--- src/hdl/mbsg_pkg.sv ---
// Shared types and constants of the multi-axis step generator.
// Request and response payloads, request codes, status codes and controller states.
// No dependencies.
package mbsg_pkg;

  localparam int unsigned REQ_W     = 3;
  localparam int unsigned SLOT_IN_W = 4;
  localparam int unsigned AXIS_IN_W = 3;
  localparam int unsigned STEP_W    = 32;
  localparam int unsigned DIR_W     = 6;
  localparam int unsigned CNT_W     = 16;
  localparam int unsigned PER_W     = 16;
  localparam int unsigned SHIFT_W   = 2;
  localparam int unsigned ST_W      = 2;
  localparam int unsigned ACC_W     = STEP_W + 1;

  typedef enum logic [REQ_W-1:0] {
    REQ_TICK   = 3'd0,
    REQ_PUSH   = 3'd1,
    REQ_AXIS   = 3'd2,
    REQ_HEADER = 3'd3,
    REQ_START  = 3'd4,
    REQ_STOP   = 3'd5
  } req_type_e;

  typedef enum logic [ST_W-1:0] {
    ST_OK         = 2'd0,
    ST_RING_FULL  = 2'd1,
    ST_ZERO_COUNT = 2'd2
  } status_e;

  typedef enum logic [1:0] {
    CS_RUN = 2'd0,
    CS_SEG = 2'd1,
    CS_BLK = 2'd2
  } ctl_state_e;

  typedef struct packed {
    logic [REQ_W-1:0]     req_type;
    logic [SLOT_IN_W-1:0] block_slot;
    logic [AXIS_IN_W-1:0] axis_index;
    logic [STEP_W-1:0]    step_value;
    logic [DIR_W-1:0]     direction_in;
    logic [CNT_W-1:0]     seg_count;
    logic [PER_W-1:0]     seg_period;
    logic [SHIFT_W-1:0]   seg_shift;
  } mbsg_req_t;

  typedef struct packed {
    logic [DIR_W-1:0] step_pulses;
    logic [DIR_W-1:0] direction_out;
    logic [PER_W-1:0] period_out;
    logic             running;
    logic             segment_finished;
    logic [ST_W-1:0]  status;
  } mbsg_rsp_t;

  // Block header as stored per slot: event count and direction bits.
  typedef struct packed {
    logic [STEP_W-1:0] events;
    logic [DIR_W-1:0]  dirs;
  } hdr_t;

  localparam int unsigned HDR_W = $bits(hdr_t);

endpackage

--- src/hdl/mbsg_skid.sv ---
// Response output register with a one-entry skid stage behind it.
// Depends on mbsg_pkg for the response type.
module mbsg_skid
  import mbsg_pkg::*;
(
  input  logic      clk_i,
  input  logic      rst_ni,
  input  logic      in_valid_i,
  input  mbsg_rsp_t in_data_i,
  output logic      full_o,
  output logic      out_valid_o,
  input  logic      out_ready_i,
  output mbsg_rsp_t out_data_o
);

  logic      out_valid_q, out_valid_d;
  logic      skid_valid_q, skid_valid_d;
  mbsg_rsp_t out_data_q, out_data_d;
  mbsg_rsp_t skid_data_q, skid_data_d;

  always_comb begin
    out_valid_d  = out_valid_q;
    skid_valid_d = skid_valid_q;
    out_data_d   = out_data_q;
    skid_data_d  = skid_data_q;
    if (out_valid_q && out_ready_i) begin
      // Refill from skid first, then from the incoming response.
      if (skid_valid_q) begin
        out_data_d   = skid_data_q;
        skid_valid_d = 1'b0;
      end else begin
        out_valid_d = in_valid_i;
        out_data_d  = in_data_i;
      end
    end else if (!out_valid_q) begin
      out_valid_d = in_valid_i;
      out_data_d  = in_data_i;
    end else if (in_valid_i) begin
      skid_valid_d = 1'b1;
      skid_data_d  = in_data_i;
    end
  end

  always_ff @(posedge clk_i or negedge rst_ni) begin
    if (!rst_ni) begin
      out_valid_q  <= 1'b0;
      skid_valid_q <= 1'b0;
    end else begin
      out_valid_q  <= out_valid_d;
      skid_valid_q <= skid_valid_d;
    end
  end

  always_ff @(posedge clk_i) begin
    out_data_q  <= out_data_d;
    skid_data_q <= skid_data_d;
  end

  assign full_o      = skid_valid_q;
  assign out_valid_o = out_valid_q;
  assign out_data_o  = out_data_q;

endmodule

--- config.mk ---
export PLATFORM = sky130hd
export DESIGN_NAME = mbsg_skid
export DESIGN_NICKNAME = d
export VERILOG_FILES = /design/src/hdl/mbsg_pkg.sv /design/src/hdl/mbsg_skid.sv
export SDC_FILE = /design/constraint.sdc
export NUM_CORES = 1
export LEC_CHECK = 0
export BUFFER_PORTS_ARGS = -buffer_cell sky130_fd_sc_hd__buf_2
export CAP_MARGIN = 5
export CORE_MARGIN = 2
export CORE_UTILIZATION = 51
export DETAILED_ROUTE_END_ITERATION = 12
export GPL_TIMING_DRIVEN = 1
export PLACE_DENSITY = 0.78
export SYNTH_ARGS = -nofsm -noshare
export SYNTH_HDL_FRONTEND = slang
export SYNTH_SLANG_ARGS = --single-unit
--- constraint.sdc ---
create_clock -name clk_i -period 4.3 [get_ports clk_i]
set_input_delay 0.215 -clock clk_i [delete_from_list [all_inputs] [get_ports clk_i]]
set_output_delay 0.215 -clock clk_i [all_outputs]
set_load 0.02 [all_outputs]
==> reports/qor.yml <==
finish:
  area_growth_pct: 22.4
  diodes: 0
  final_cell_mix: "buf_2 (69), edfxtp_1 (64), mux2_4 (30)"
  num-nets-final: 223
  drive_gt1_share_pct: 59.9
  fin_util_pct: 65.2
  final_cells: 259
  final_common_cell: "buf_2"
placed_design:
  dp.cells: 242
  dp_hpwl_mm: 2.65
  gp_congestion: 0.701
  io_buffers: 69
synth:
  synth_top_area_share_pct: 75.9
  synth_nets: 145
  synth_compound_area_share_pct: 0.691
  yosys.area.top_type: "edfxtp_1"
  muxShareOfSynthArea_pct: 18.7
  synth-xor-area-share_pct: 0
  synth_top_family_by_area: "multiplexers"
  synth_seq_cells: 66
  post_synth_inst_count: 109
  yosys-top-cells-area: "edfxtp_1 (76%), mux2_4 (18%), dfrtp_1 (2.0%)"
  yosys.area_share.simple_pct: 1.33
  synth_cell_types: 11
  synth.cell_area_um2: 2530
  syn_area_per_cell_um2: 23.2
  yosysSeqAreaShare_pct: 77.8
  synth_warnings: 0
  synthAdderAreaFrac_pct: 0
sta:
  finalClockSkew_ns: 0.00636
  tightestPinTransition_ns: 0.850
  finalMaxSlewViolations: 0
  fin_crit_sh_pct: 51.9
  rsz0062_at_grt: "no"
  min_period_ns: 2.23
  max_slew_margin_pct: 43.2
  timing.fmax_mhz: 448
  hold_viol: 0
  setup-tns-final_ns: 0
  holdWs_ns: 0.0810
  setup_viol: 0
global_routing:
  grt_overflow: 0
  grt_busiest_layer: "met2"
  grt_max_degree: 34
  grt_first_pass_wirelength_mm: 6.04
  antenna_found_initial: 0
  grt_use_met2_pct: 24.4
  grt_pass1_vias: 1277
  grt_usage_pct: 15.4
  grt_use_met1_pct: 19.0
  grtUsageMet3_pct: 4.20
die:
  dieWidth_um: 74.5
  core_area_um2: 4750
  num_io_pins: 70
  initial_core_util_pct: 53.3
  num_rows: 25
  die_y_um: 74.5
  fp.dieArea_um2: 5550
routing:
  avgViaCountPerCell: 4.81
  routed_wl_mm: 3.99
  vias: 1245
  ant_nets: 0
  first_pass_iters: 4
  drt_iter0_markers: 78
  routedWlPerCell_um: 15.4
  route.detailed.drc: 0
clock_network:
  clk_latency_ns: 0.32
  h-tree-depth: 3
  cts_buffers: 9
  cts_tree: "yes"
  cts.sinks: 66
  cts_setup_buffers: 0
  cts.clk_slew.worst_paths_ns: 0.07
  cts_buffer_depth: 2
  root_buffer: "clkbuf_8"
min_path:
  worst_hold_path_type: "in -> reg"
  holdPathStages: 1
  hold_path.startpoint: "in_data_i[19]"
worst_setup_path:
  crit_path_end_kind: "register"
  crit_type: "reg -> reg"
  cp-start-kind: "register"
  r2r_cells: 2
  critPathArrivalTime_ns: 2.18
  cp.required_ns: 4.25
  cp-startpoint: "out_valid_o$_DFFE_PN0P_"
  critPathMaxFanout: 33
  r2r-start: "out_valid_o$_DFFE_PN0P_"
power:
  p_leak_uw: 0.00130
  vdd_ir_drop_max_mv: 0.208
  power.density_nw_per_um2: 444
  total_power_uw: 1380
status:
  outcome: "completed"
run:
  max_cap_violations: 0
[logic make-up after synthesis]
logic type | count (synthesis)
simple gates | 4
buf+inv | 4
mux | 32
compound gates | 3
flops | 66
[per-stage QoR]
stage                     area [um^2]  setup WS (ns)
after global routing             3100           1.83
after detailed placement         2940           2.02
after CTS                        3100           2.01
final                            3100           2.07
after global placement           2940           2.12
after floorplan                  2530           1.05
[metal layers]
layer,part of all wire (%),vias up
met4,1.5,0
met2,49,45
met1,44,608
met5,0,-
met3,5.7,7
li1,-,585
[power by group]
group | leakage (uW) | switching [uW] | internal (uW)
clock network | 0.0000796 | 209 | 202
logic | 0.000585 | 102 | 82.2
registers | 0.000639 | 15.9 | 766
total | 0.00130 | 326 | 1050
[what timing repair did]
action / CTS / global route
resized for setup: 0 / 0
hold endpoints to repair: 2 / 0
hold buffers: 1 / 0
[worst max-delay path, cell delays in order (launching register included)]
cell and delay (ns):
dfrtp_1 0.48, nand2b_2 0.50, nor2_4 0.86
[Yosys cell counts]
cell type and instances:
buf_6 3, mux2_2 2, mux2_4 30, edfxtp_1 64, dfrtp_1 2, nor2_1 1
a21o_1 1, nand3_4 1, a21oi_1 2, nand2b_1 2, inv_1 1
[path summary, 6_finish.rpt]
| check | endpoint | slack [ns] |
|---|---|---|
| min in group asynchronous | full_o$_DFFE_PN0P_ | 0.21 |
| max reg2reg | skid_data_q[4]$_DFFE_PP_ | 2.07 |
| max | skid_data_q[4]$_DFFE_PP_ | 2.07 |
| min reg2reg | out_data_o[2]$_DFFE_PP_ | 0.55 |
| max in group asynchronous | out_valid_o$_DFFE_PN0P_ | 3.99 |
| min | skid_data_q[19]$_DFFE_PP_ | 0.08 |
[final cells by class]
cell class | instances | area (um^2)
Clock buffer | 11 | 131
Tap cell | 67 | 83.8
Multi-Input combinational cell | 39 | 534
Sequential cell | 66 | 1970
Timing Repair Buffer | 70 | 355
Inverter | 1 | 3.75
Clock inverter | 5 | 21.3
Fill cell | 347 | 1650
[flip-flops by register name, indices dropped and copies added (netlist names)]
signal	cells
out_valid_o	1
out_data_o	32
skid_data_q	32
full_o	1
Note: power is estimated with default switching activity, not from simulation.
